### src/rtl/core/pidc_pkg.sv
package pidc_pkg;

    // Fixed field widths
    localparam int KIND_W     = 2;
    localparam int GOAL_W     = 16;
    localparam int GAIN_W     = 16;
    localparam int LIMIT_W    = 24;
    localparam int INTEG_W    = LIMIT_W + 1;
    localparam int BAND_W     = 16;
    localparam int MODE_W     = 2;
    localparam int CMD_W      = 32;
    localparam int OUT_DATA_W = 40;
    localparam int CFG_ADDR_W = 3;
    localparam int CFG_DATA_W = 24;

    // Input word kinds
    typedef enum logic [KIND_W-1:0] {
        KIND_SAMPLE  = 2'd0,
        KIND_ENABLE  = 2'd1,
        KIND_DISABLE = 2'd2
    } kind_t;

    // Goal band handling
    typedef enum logic [MODE_W-1:0] {
        MODE_ALWAYS = 2'd0,
        MODE_SKIP   = 2'd1,
        MODE_STOP   = 2'd2
    } goal_mode_t;

    // Register indexes of the configuration port
    typedef enum logic [CFG_ADDR_W-1:0] {
        REG_GOAL       = 3'd0,
        REG_GAIN_P     = 3'd1,
        REG_GAIN_I_DT  = 3'd2,
        REG_GAIN_D_DT  = 3'd3,
        REG_INT_LIMIT  = 3'd4,
        REG_GOAL_BAND  = 3'd5,
        REG_GOAL_MODE  = 3'd6
    } cfg_reg_t;

    // Status carried alongside each word through the pipeline
    typedef struct packed {
        logic cmd_valid;
        logic at_goal;
        logic running;
    } flags_t;

endpackage

### src/rtl/core/pidc_err.sv
module pidc_err #(
    parameter int SAMPLE_BITS = 16,
    localparam int ERR_W = ((SAMPLE_BITS > pidc_pkg::GOAL_W) ? SAMPLE_BITS
                                                              : pidc_pkg::GOAL_W) + 1
) (
    input  logic                                clk,
    input  logic                                rst_n,
    input  logic                                step,
    input  logic [pidc_pkg::KIND_W-1:0]         kind,
    input  logic signed [SAMPLE_BITS-1:0]       measurement,
    input  logic signed [pidc_pkg::GOAL_W-1:0]  goal,
    input  logic [pidc_pkg::LIMIT_W-1:0]        integral_limit,
    input  logic [pidc_pkg::BAND_W-1:0]         goal_band,
    input  logic [pidc_pkg::MODE_W-1:0]         goal_mode,
    output logic signed [ERR_W-1:0]             err_q,
    output logic signed [pidc_pkg::INTEG_W-1:0] isum_q,
    output logic signed [ERR_W:0]               diff_q,
    output pidc_pkg::flags_t                    flags_q
);
    import pidc_pkg::*;

    localparam int SUM_W = ((INTEG_W > ERR_W) ? INTEG_W : ERR_W) + 1;

    logic signed [INTEG_W-1:0] error_sum_reg, error_sum_next;
    logic signed [ERR_W-1:0]   last_error_reg, last_error_next;
    logic                      enabled_reg, enabled_next;
    logic                      goal_reg, goal_next;

    logic signed [ERR_W-1:0]   err;
    logic [ERR_W-1:0]          err_mag;
    logic                      in_band;
    logic signed [SUM_W-1:0]   sum_raw;
    logic signed [SUM_W-1:0]   lim_pos;
    logic signed [SUM_W-1:0]   lim_neg;
    logic signed [INTEG_W-1:0] sum_clamped;
    logic signed [ERR_W:0]     diff;
    logic                      fire;

    // Error, band test and clamped integral
    assign err     = ERR_W'(goal) - ERR_W'(measurement);
    assign err_mag = err[ERR_W-1] ? ERR_W'(-err) : ERR_W'(err);
    assign in_band = err_mag < ERR_W'(goal_band);
    assign sum_raw = SUM_W'(error_sum_reg) + SUM_W'(err);
    assign lim_pos = $signed({{(SUM_W-LIMIT_W){1'b0}}, integral_limit});
    assign lim_neg = -lim_pos;
    assign diff    = (ERR_W+1)'(err) - (ERR_W+1)'(last_error_reg);

    always_comb
    begin
        if (sum_raw > lim_pos)
        begin
            sum_clamped = INTEG_W'(lim_pos);
        end
        else if (sum_raw < lim_neg)
        begin
            sum_clamped = INTEG_W'(lim_neg);
        end
        else
        begin
            sum_clamped = INTEG_W'(sum_raw);
        end
    end

    // Decide the state change for this word
    always_comb
    begin
        error_sum_next  = error_sum_reg;
        last_error_next = last_error_reg;
        enabled_next    = enabled_reg;
        goal_next       = goal_reg;
        fire            = 1'b0;
        case (kind)
            KIND_ENABLE:
            begin
                enabled_next    = 1'b1;
                goal_next       = 1'b0;
                error_sum_next  = '0;
                last_error_next = '0;
            end
            KIND_DISABLE:
            begin
                enabled_next = 1'b0;
            end
            KIND_SAMPLE:
            begin
                if (enabled_reg)
                begin
                    if (goal_mode == MODE_ALWAYS || !in_band)
                    begin
                        fire            = 1'b1;
                        error_sum_next  = sum_clamped;
                        last_error_next = err;
                    end
                    else if (goal_mode != MODE_SKIP)
                    begin
                        // stop at goal
                        goal_next    = 1'b1;
                        enabled_next = 1'b0;
                    end
                end
            end
            default:
            begin
            end
        endcase
    end

    // Controller state
    always_ff @(posedge clk or negedge rst_n)
    begin
        if (!rst_n)
        begin
            error_sum_reg  <= '0;
            last_error_reg <= '0;
            enabled_reg    <= 1'b0;
            goal_reg       <= 1'b0;
        end
        else if (step)
        begin
            error_sum_reg  <= error_sum_next;
            last_error_reg <= last_error_next;
            enabled_reg    <= enabled_next;
            goal_reg       <= goal_next;
        end
    end

    // Stage register toward the multipliers
    always_ff @(posedge clk)
    begin
        if (step)
        begin
            err_q             <= err;
            isum_q            <= error_sum_next;
            diff_q            <= diff;
            flags_q.cmd_valid <= fire;
            flags_q.at_goal   <= goal_next;
            flags_q.running   <= enabled_next;
        end
    end

endmodule

### src/rtl/core/pidc_mac.sv
module pidc_mac #(
    parameter int SAMPLE_BITS    = 16,
    parameter int GAIN_FRAC_BITS = 8,
    localparam int ERR_W = ((SAMPLE_BITS > pidc_pkg::GOAL_W) ? SAMPLE_BITS
                                                              : pidc_pkg::GOAL_W) + 1
) (
    input  logic                                clk,
    input  logic                                load_prod,
    input  logic                                load_out,
    input  logic signed [pidc_pkg::GAIN_W-1:0]  gain_p,
    input  logic signed [pidc_pkg::GAIN_W-1:0]  gain_i_dt,
    input  logic signed [pidc_pkg::GAIN_W-1:0]  gain_d_per_dt,
    input  logic signed [ERR_W-1:0]             err,
    input  logic signed [pidc_pkg::INTEG_W-1:0] isum,
    input  logic signed [ERR_W:0]               diff,
    input  pidc_pkg::flags_t                    flags_in,
    output logic signed [pidc_pkg::CMD_W-1:0]   command,
    output pidc_pkg::flags_t                    flags_out
);
    import pidc_pkg::*;

    localparam int PP_W  = GAIN_W + ERR_W;
    localparam int PI_W  = GAIN_W + INTEG_W;
    localparam int PD_W  = GAIN_W + ERR_W + 1;
    localparam int PM_W  = (PI_W > PD_W) ? PI_W : PD_W;
    localparam int ACC_A = PM_W + 2;
    localparam int ACC_B = CMD_W + 1 + GAIN_FRAC_BITS;
    localparam int ACC_W = (ACC_A > ACC_B) ? ACC_A : ACC_B;
    localparam int HI_W  = ACC_W - CMD_W + 1;

    logic signed [PP_W-1:0]  prod_p_reg;
    logic signed [PI_W-1:0]  prod_i_reg;
    logic signed [PD_W-1:0]  prod_d_reg;
    flags_t                  flags_mid_reg;

    logic signed [ACC_W-1:0] acc;
    logic signed [ACC_W-1:0] scaled;
    logic [HI_W-1:0]         scaled_hi;
    logic signed [CMD_W-1:0] sat;

    // Three gain products
    always_ff @(posedge clk)
    begin
        if (load_prod)
        begin
            prod_p_reg    <= PP_W'(gain_p) * PP_W'(err);
            prod_i_reg    <= PI_W'(gain_i_dt) * PI_W'(isum);
            prod_d_reg    <= PD_W'(gain_d_per_dt) * PD_W'(diff);
            flags_mid_reg <= flags_in;
        end
    end

    // Sum, drop the gain fraction (floor), saturate to the command range
    assign acc       = ACC_W'(prod_p_reg) + ACC_W'(prod_i_reg) + ACC_W'(prod_d_reg);
    assign scaled    = acc >>> GAIN_FRAC_BITS;
    assign scaled_hi = scaled[ACC_W-1:CMD_W-1];

    always_comb
    begin
        if ((&scaled_hi) || !(|scaled_hi))
        begin
            sat = scaled[CMD_W-1:0];
        end
        else if (scaled[ACC_W-1])
        begin
            sat = {1'b1, {(CMD_W-1){1'b0}}};
        end
        else
        begin
            sat = {1'b0, {(CMD_W-1){1'b1}}};
        end
    end

    // Result register
    always_ff @(posedge clk)
    begin
        if (load_out)
        begin
            command   <= flags_mid_reg.cmd_valid ? sat : '0;
            flags_out <= flags_mid_reg;
        end
    end

endmodule

### src/rtl/core/pid_controller_step_top.sv
// PID step controller with clamped integral.
// Each accepted word passes through the input, error, product and result registers before
// its result word is valid on the master side. Integral and previous error update together.
// Throughput: one word per cycle while m_axis_tready does not stall the pipeline.
// Reset (rst_n low, asynchronous): pipeline emptied, controller stopped, integral and
// previous error cleared, configuration registers 0 except integral_limit, which resets to all ones.
module pid_controller_step_top #(
    parameter int SAMPLE_BITS    = 16,
    parameter int GAIN_FRAC_BITS = 8,
    localparam int IN_DATA_W = ((SAMPLE_BITS + 7) / 8) * 8
) (
    input  logic                               clk,
    input  logic                               rst_n,
    // configuration write port
    input  logic                               cfg_we,
    input  logic [pidc_pkg::CFG_ADDR_W-1:0]    cfg_addr,
    input  logic [pidc_pkg::CFG_DATA_W-1:0]    cfg_wdata,
    // slave side
    input  logic                               s_axis_tvalid,
    output logic                               s_axis_tready,
    input  logic [IN_DATA_W-1:0]               s_axis_tdata,   // measurement
    input  logic [pidc_pkg::KIND_W-1:0]        s_axis_tuser,   // kind
    // master side
    output logic                               m_axis_tvalid,
    input  logic                               m_axis_tready,
    output logic [pidc_pkg::OUT_DATA_W-1:0]    m_axis_tdata,   // command, at_goal, running
    output logic                               m_axis_tuser    // command_valid
);
    import pidc_pkg::*;

    localparam int ERR_W = ((SAMPLE_BITS > GOAL_W) ? SAMPLE_BITS : GOAL_W) + 1;

    logic signed [GOAL_W-1:0] goal_reg;
    logic signed [GAIN_W-1:0] gain_p_reg;
    logic signed [GAIN_W-1:0] gain_i_dt_reg;
    logic signed [GAIN_W-1:0] gain_d_dt_reg;
    logic [LIMIT_W-1:0]       int_limit_reg;
    logic [BAND_W-1:0]        goal_band_reg;
    logic [MODE_W-1:0]        goal_mode_reg;

    logic [KIND_W-1:0]           kind_reg;
    logic signed [SAMPLE_BITS-1:0] meas_reg;

    logic vld0_reg, vld1_reg, vld2_reg, vld3_reg;
    logic rdy0, rdy1, rdy2, rdy3;

    logic signed [ERR_W-1:0]   err_s1;
    logic signed [INTEG_W-1:0] isum_s1;
    logic signed [ERR_W:0]     diff_s1;
    flags_t                    flags_s1;
    logic signed [CMD_W-1:0]   command;
    flags_t                    flags_out;

    // Configuration registers
    always_ff @(posedge clk or negedge rst_n)
    begin
        if (!rst_n)
        begin
            goal_reg      <= '0;
            gain_p_reg    <= '0;
            gain_i_dt_reg <= '0;
            gain_d_dt_reg <= '0;
            int_limit_reg <= '1;
            goal_band_reg <= '0;
            goal_mode_reg <= '0;
        end
        else if (cfg_we)
        begin
            unique case (cfg_addr)
                REG_GOAL:      goal_reg      <= cfg_wdata[GOAL_W-1:0];
                REG_GAIN_P:    gain_p_reg    <= cfg_wdata[GAIN_W-1:0];
                REG_GAIN_I_DT: gain_i_dt_reg <= cfg_wdata[GAIN_W-1:0];
                REG_GAIN_D_DT: gain_d_dt_reg <= cfg_wdata[GAIN_W-1:0];
                REG_INT_LIMIT: int_limit_reg <= cfg_wdata[LIMIT_W-1:0];
                REG_GOAL_BAND: goal_band_reg <= cfg_wdata[BAND_W-1:0];
                REG_GOAL_MODE: goal_mode_reg <= cfg_wdata[MODE_W-1:0];
                default:
                begin
                end
            endcase
        end
    end

    // Pipeline flow control: a stage loads when empty or when it drains
    assign rdy3 = !vld3_reg || m_axis_tready;
    assign rdy2 = !vld2_reg || rdy3;
    assign rdy1 = !vld1_reg || rdy2;
    assign rdy0 = !vld0_reg || rdy1;

    assign s_axis_tready = rdy0;

    always_ff @(posedge clk or negedge rst_n)
    begin
        if (!rst_n)
        begin
            vld0_reg <= 1'b0;
            vld1_reg <= 1'b0;
            vld2_reg <= 1'b0;
            vld3_reg <= 1'b0;
        end
        else
        begin
            if (rdy0)
            begin
                vld0_reg <= s_axis_tvalid;
            end
            if (rdy1)
            begin
                vld1_reg <= vld0_reg;
            end
            if (rdy2)
            begin
                vld2_reg <= vld1_reg;
            end
            if (rdy3)
            begin
                vld3_reg <= vld2_reg;
            end
        end
    end

    // Input register
    always_ff @(posedge clk)
    begin
        if (rdy0 && s_axis_tvalid)
        begin
            kind_reg <= s_axis_tuser;
            meas_reg <= s_axis_tdata[SAMPLE_BITS-1:0];
        end
    end

    // Error, integral and controller state
    pidc_err #(
        .SAMPLE_BITS (SAMPLE_BITS)
    ) u_err (
        .clk            (clk),
        .rst_n          (rst_n),
        .step           (rdy1 && vld0_reg),
        .kind           (kind_reg),
        .measurement    (meas_reg),
        .goal           (goal_reg),
        .integral_limit (int_limit_reg),
        .goal_band      (goal_band_reg),
        .goal_mode      (goal_mode_reg),
        .err_q          (err_s1),
        .isum_q         (isum_s1),
        .diff_q         (diff_s1),
        .flags_q        (flags_s1)
    );

    // Gain products and saturated command
    pidc_mac #(
        .SAMPLE_BITS    (SAMPLE_BITS),
        .GAIN_FRAC_BITS (GAIN_FRAC_BITS)
    ) u_mac (
        .clk           (clk),
        .load_prod     (rdy2 && vld1_reg),
        .load_out      (rdy3 && vld2_reg),
        .gain_p        (gain_p_reg),
        .gain_i_dt     (gain_i_dt_reg),
        .gain_d_per_dt (gain_d_dt_reg),
        .err           (err_s1),
        .isum          (isum_s1),
        .diff          (diff_s1),
        .flags_in      (flags_s1),
        .command       (command),
        .flags_out     (flags_out)
    );

    // Pack the result word
    assign m_axis_tvalid = vld3_reg;
    assign m_axis_tdata  = {{(OUT_DATA_W-CMD_W-2){1'b0}}, flags_out.running,
                            flags_out.at_goal, command};
    assign m_axis_tuser  = flags_out.cmd_valid;

endmodule

### config.mk
export PLATFORM = sky130hd
export DESIGN_NAME = pid_controller_step_top
export DESIGN_NICKNAME = d
export VERILOG_FILES = /design/src/rtl/core/pidc_pkg.sv /design/src/rtl/core/pidc_err.sv /design/src/rtl/core/pidc_mac.sv /design/src/rtl/core/pid_controller_step_top.sv
export SDC_FILE = /design/constraint.sdc
export NUM_CORES = 2
export LEC_CHECK = 0
export BUFFER_PORTS_ARGS = -buffer_cell sky130_fd_sc_hd__clkbuf_2
export CAP_MARGIN = 5
export CORE_MARGIN = 2
export CORE_UTILIZATION = 58
export CTS_CLUSTER_DIAMETER = 120
export DETAILED_ROUTE_END_ITERATION = 10
export GPL_ROUTABILITY_DRIVEN = 0
export GPL_TIMING_DRIVEN = 0
export HOLD_SLACK_MARGIN = 0.06
export PLACE_DENSITY = 0.79
export SYNTH_ARGS = -nofsm -noshare
export SYNTH_HDL_FRONTEND = slang
export SYNTH_HIERARCHICAL = 1
export SYNTH_SLANG_ARGS = --single-unit
### constraint.sdc
create_clock -name clk -period 7.8 [get_ports clk]
set_clock_uncertainty 0.15 [all_clocks]
set_input_delay 1.17 -clock clk [delete_from_list [all_inputs] [get_ports clk]]
set_output_delay 1.17 -clock clk [all_outputs]
set_load 0.02 [all_outputs]
# Yosys cells after proc, flatten, opt, wreduce, memory -nomap -nowiden
# Cells that the tools add are included.
# word_totals
register_bits,381
latch_bits,0
ramBits,0
mem_bits_ro,0
in_bits,50
out_inout_bits,43
elab_cells,108
memories,0
# classes
add_sub_neg,7
mul,3
div,0
magnitude_cmp,3
n_eq_ne,11
shifts,0
mux,20
bitwise_logic,0
reduce_logical,31
# ops
cell,n
$mux 25,4
$mux 32,2
$mux 17,3
$pmux 25 s2,1
$add 42x34->43,1
$add 33x41->42,1
$mul 16x25->41,1
$mul 16x18->34,1
$pmux 17 s2,1
$mul 16x17->33,1
$add 25x17->26,1
$gt 26x25->1,1
$lt 26x26->1,1
$neg 24->26,1
$sub 17x17->18,1
$lt 17x16->1,1
$neg 17->17,1
$sub 16x16->17,1
$reduce_and 2->1,8
$eq 3x3->1 const B,3
$reduce_and 4->1,2
$mux 1,7
$eq 3x2->1 const B,2
$logic_not 1->1,6
other kinds (12),23

# Depth between registers and ports, before layout
# logic_depth
depth_word,9
ltp_mapped,32
ltp_nobuf,30

# Cells and area by module
# Netlist, hierarchy kept.
# by_module_without_submodules
module,instances,cells_per_inst,area_per_inst_um2,seq_area_each_um2
pidc_mac,1,4394,42150.4,4384.2
pidc_err,1,1180,10114.7,2992.9
pid_controller_step_top,1,271,4879.7,3323.2

# Least setup slack after synthesis
# Ideal clock, no wire load.
# synth_path
kind,register to register
startpoint,register gain_d_dt_reg[4]
endpoint,"register u_mac.prod_d_reg[32], data pin"
setup_time_ps,258
arrival_time_ps,6491
required_ps,7392
slack_ps,902
path_stages_with_launch,27
n_path_buf,2
period_less_slack_ps,6898
cell_sequence,dfrtp_1 clkbuf_1 clkbuf_1 nand2_1 fa_1 inv_1 fa_1 inv_1 fa_1 inv_1 fa_1 fa_1 inv_1 fa_1 inv_1 ha_1 and3_1 a32o_1 a311o_1 o211ai_1 a31oi_1 a211oi_1 o21bai_1 a21o_1 a21o_1 a21oi_1 xnor2_1
# synth_between
elab_chain_len,1
# synth_rtl
element,line,text
"start, declared",pid_controller_step_top.sv:36,logic signed [GAIN_W-1:0] gain_d_dt_reg;
"start signal, assigned",pid_controller_step_top.sv:73,REG_GAIN_D_DT: gain_d_dt_reg <= cfg_wdata[GAIN_W-1:0];
$mul 16x18->34,pidc_mac.sv:48,prod_d_reg <= PD_W'(gain_d_per_dt) * PD_W'(diff);
"end signal, assigned",pidc_mac.sv:48,
"end, declared",pidc_mac.sv:33,logic signed [PD_W-1:0] prod_d_reg;
# No other way between the ends.
# A chain may end at the register's enable or synchronous reset.

# Worst setup path in the final report
# layout_path
startpoint,register meas_reg[0]
endpoint,"register u_err/isum_q[2] in the netlist's numbering, data pin"
# layout_between
elab_chain_len,9
elab_cells_between_ends,14
cone_classes,add/sub (3); order compare (3); mux (6); reduce/logical (2)
# layout_rtl
element,line,text
"start, declared",pid_controller_step_top.sv:42,logic signed [SAMPLE_BITS-1:0] meas_reg;
"start signal, assigned",pid_controller_step_top.sv:128,meas_reg <= s_axis_tdata[SAMPLE_BITS-1:0];
$sub 16x16->17 *,pidc_err.sv:40,assign err = ERR_W'(goal) - ERR_W'(measurement);
via u_err.err[12],pidc_err.sv:29,logic signed [ERR_W-1:0] err;
"parallel branches: the longest is 5 deep, another holds $add 25x17->26",--,
$mux 25 *,pidc_err.sv:88,if (goal_mode == MODE_ALWAYS || !in_band)
$mux 25 *,pidc_err.sv:86,if (enabled_reg)
$pmux 25 s2 *,pidc_err.sv:72,case (kind)
via u_err.error_sum_next[2],pidc_err.sv:24,"logic signed [INTEG_W-1:0] error_sum_reg, error_sum_next;"
"end signal, assigned",pidc_err.sv:133,isum_q <= error_sum_next;
"end, declared",pidc_err.sv:16,"output logic signed [pidc_pkg::INTEG_W-1:0] isum_q,"
# Mark *: on every way through the listed nets, which the timed path passes.

==> impl_results.md <==
* Outcome: completed
* Syn Inst Count at 5845
* GRT overflow at 0
* DR DRC count at 0
* Final Non-Filler Cells at 7348
* Minimum clock period at between 7 and 8 ns
* Number of primary I/O pins at 93
* Area growth syn-to-layout at 8.14%
* Dpl ws at -1.71 ns
* CTS tree: done
* Yosys top cell area share at 0.349
* Critical path's slowest cell: fa_1
* CTS H-tree depth at 2
* Via count at about 43000
* Worst skew pair latency at 0.61 ns
* Largest stage delay, worst path at roughly 0.43 ns
* Worst EP required at 8.01 ns
* Max reg flops at between 40 and 50
* Inserted Clock Buffers at 45
* Vias per cell at 5.84
* Mux contribution to synthesized area at 0.0222
* Synth Area in Simple Gates at 0.130
* Max Clk Rate at 132 MHz
* Critical path class: reg2reg
* Layout Nets at 7503
* Register bit count reported by yosys at between 300 and 400
* Antenna violations before repair at 17
* Clock slew at reported path FFs at 0.06 ns
* WL/cell at 21.6 um
* Startpoint types: flop
* Crit path max-delay family: compound AO/OA/AOI/OAI gates
* Antenna Nets Post-Route at 0
* Pin count of the biggest net entering global routing at roughly 90
* Max Cap Viol at 0
* Initial core utilization at 0.583
* Die height at 318 um
* Rel. slew slack at 0.252
* Inst Count DP at roughly 7200
* Longest Clk Path Bufs at 3
* Post-synthesis compound-gate area fraction at 0.0863
* Die area at 0.101 mm^2
* Number of enable flip-flop cells after synthesis at 227
* Die X at 318 um
* Hold Crit Class: reg2reg
* Largest family of logic cells by synthesized area: adder cells
* First-pass GRT wire length at 250 mm
* Clk sinks at 381
* Post-route setup slack at 0.201 ns
* Netlist Area Pre-Place at about 0.057 mm^2
* Worst EP arrival at between 7 and 8 ns
* Final worst-path cycle share at 0.974
* Core Area at 0.0980 mm^2
* Slew Limit Fails at 0
* Primary FF master, synth: edfxtp_1
* Final Hold Vio Count at 0
* # rows at 115
* Synth cell count leaders: 1222 x inv_1, 997 x fa_1, 692 x nand2_1
* Largest area contributor in the netlist: fa_1
* Unrepaired setup endpoints after global routing: yes
* Netlist cell types at 91
* Layout cells sized above 1 at 0.100
* Setup violators final at 0
* Top post-synthesis cells by area: fa_1 35%, edfxtp_1 12%, ha_1 9.5%
* Worst slew pin tran at about 1.1 ns
* Register area share after synthesis at 0.187
* Cell with the most instances after synthesis: inv_1
* Initial DRT Pass Iterations at 6
* Port bufs at 85
* CTS Root Cell: clkbuf_16
* Async set or reset register ratio after synthesis at 0.404
* Vias in the first global route at 45600
* Adder-Cell Fraction of Synth Area at 0.445
* CP Capture Type: flop
* Detail Placement HPWL at 128 mm
* GRT Total Usage at 0.320
* Post-Synth XOR/XNOR Area at 0.0328
* Syn Area/Cell at ~10 um^2
* Ys Warns at 6
* Critical path buffers and inverters at 2
* Detailed Route WL at 159 mm
* Iter 0 DRT Violations at ~3900
* CP Max Fanout at 10
per-layer routing:
metal  vias to the layer above  share of wire  GRT usage
met5                         -        0.00016          0
met4                         4          0.066      0.183
met3                       565           0.10     0.0748
met2                      2223           0.46      0.512
met1                     21500           0.37      0.402
li1                      18700              -          -
timing repair:
action | CTS | global route
buffers inserted | 16 | 34
gates resized for setup | 104 | 195
endpoints found under the setup margin | 63 | 63
pin swaps | 8 | 17
hold buffers | 0 | 0
placed cells by master, fill, tap and decap left out, types with 30 or more instances in the layout:
cell type / netlist / routed
inv_1: 1222 / 1218
fa_1: 997 / 996
nand2_1: 692 / 691
ha_1: 436 / 430
and2_1: 371 / 369
edfxtp_1: 227 / 227
nor2_1: 193 / 193
xnor2_1: 171 / 160
a21oi_1: 161 / 156
clkbuf_2: 0 / 151
o21ai_0: 124 / 113
dfrtp_1: 130 / 112
mux2_2: 102 / 102
a21o_1: 82 / 82
clkbuf_1: 181 / 82
o21a_1: 67 / 66
buf_4: 6 / 63
clkbuf_16: 0 / 46
nand2b_1: 45 / 45
nor3_1: 44 / 43
a31oi_1: 55 / 43
xor2_1: 43 / 41
nand3_1: 41 / 41
and3_1: 31 / 31
a211oi_1: 35 / 30
layout make-up:
cell class                 count  area, um^2
buffer                       190        1030
multi-input combinational   4038       41400
fill                        7782       36200
clock buffer                  55        1190
sequential                   381       10700
inverter                    1223        4600
antenna                        5        12.5
timing repair buffer         141         940
clock inverter                28         280
tap                         1287        1610
stage by stage:
| stage | util | hold slack, ns | TNS [ns] | area [um^2] |
|---|---|---|---|---|
| 3_5_place_dp | 0.606 | 0.256 | -63.81 | 59400 |
| 5_1_grt | 0.631 | 0.280 | -0.677 | 61800 |
| 3_3_place_gp | 0.604 | 0.253 | -67.10 | 59200 |
| 2_1_floorplan | - | 0.250 | 0 | 57200 |
| 6_report | 0.631 | 0.271 | 0 | 61800 |
| 4_1_cts | 0.624 | 0.273 | 0 | 61200 |
cells by family (layout without fill, tap and decap cells):
family / count (synthesis) / in the layout
AOI/OAI and AO/OA: 733 / 733
xor gates and xnor gates: 214 / 214
adders and majority gates: 1433 / 1433
buffers and inverters: 1431 / 1637
DFF: 381 / 381
muxes: 112 / 112
other: 1 / 11
and+or+nand+nor: 1540 / 1540
worst paths after layout:
check,slack (ns),from,cells after the start,to
setup / recovery,0.20,meas_reg[0]$_DFFE_PP_,29,u_err/isum_q[2]$_DFFE_PP_
max in group asynchronous,6.15,rst_n,2,gain_d_dt_reg[1]$_DFFE_PN0P_
hold / removal,0.27,u_err/flags_q[1]$_DFFE_PP_,0,u_mac/flags_mid_reg[1]$_DFFE_PP_
min in group asynchronous,0.39,rst_n,1,gain_i_dt_reg[14]$_DFFE_PN0P_
setup reg to reg,0.20,meas_reg[0]$_DFFE_PP_,29,u_err/isum_q[2]$_DFFE_PP_
hold reg to reg,0.27,u_err/flags_q[1]$_DFFE_PP_,0,u_mac/flags_mid_reg[1]$_DFFE_PP_
Power is not shown: default switching activity piles up to over one toggle a cycle in this logic, so the estimate is an artifact.
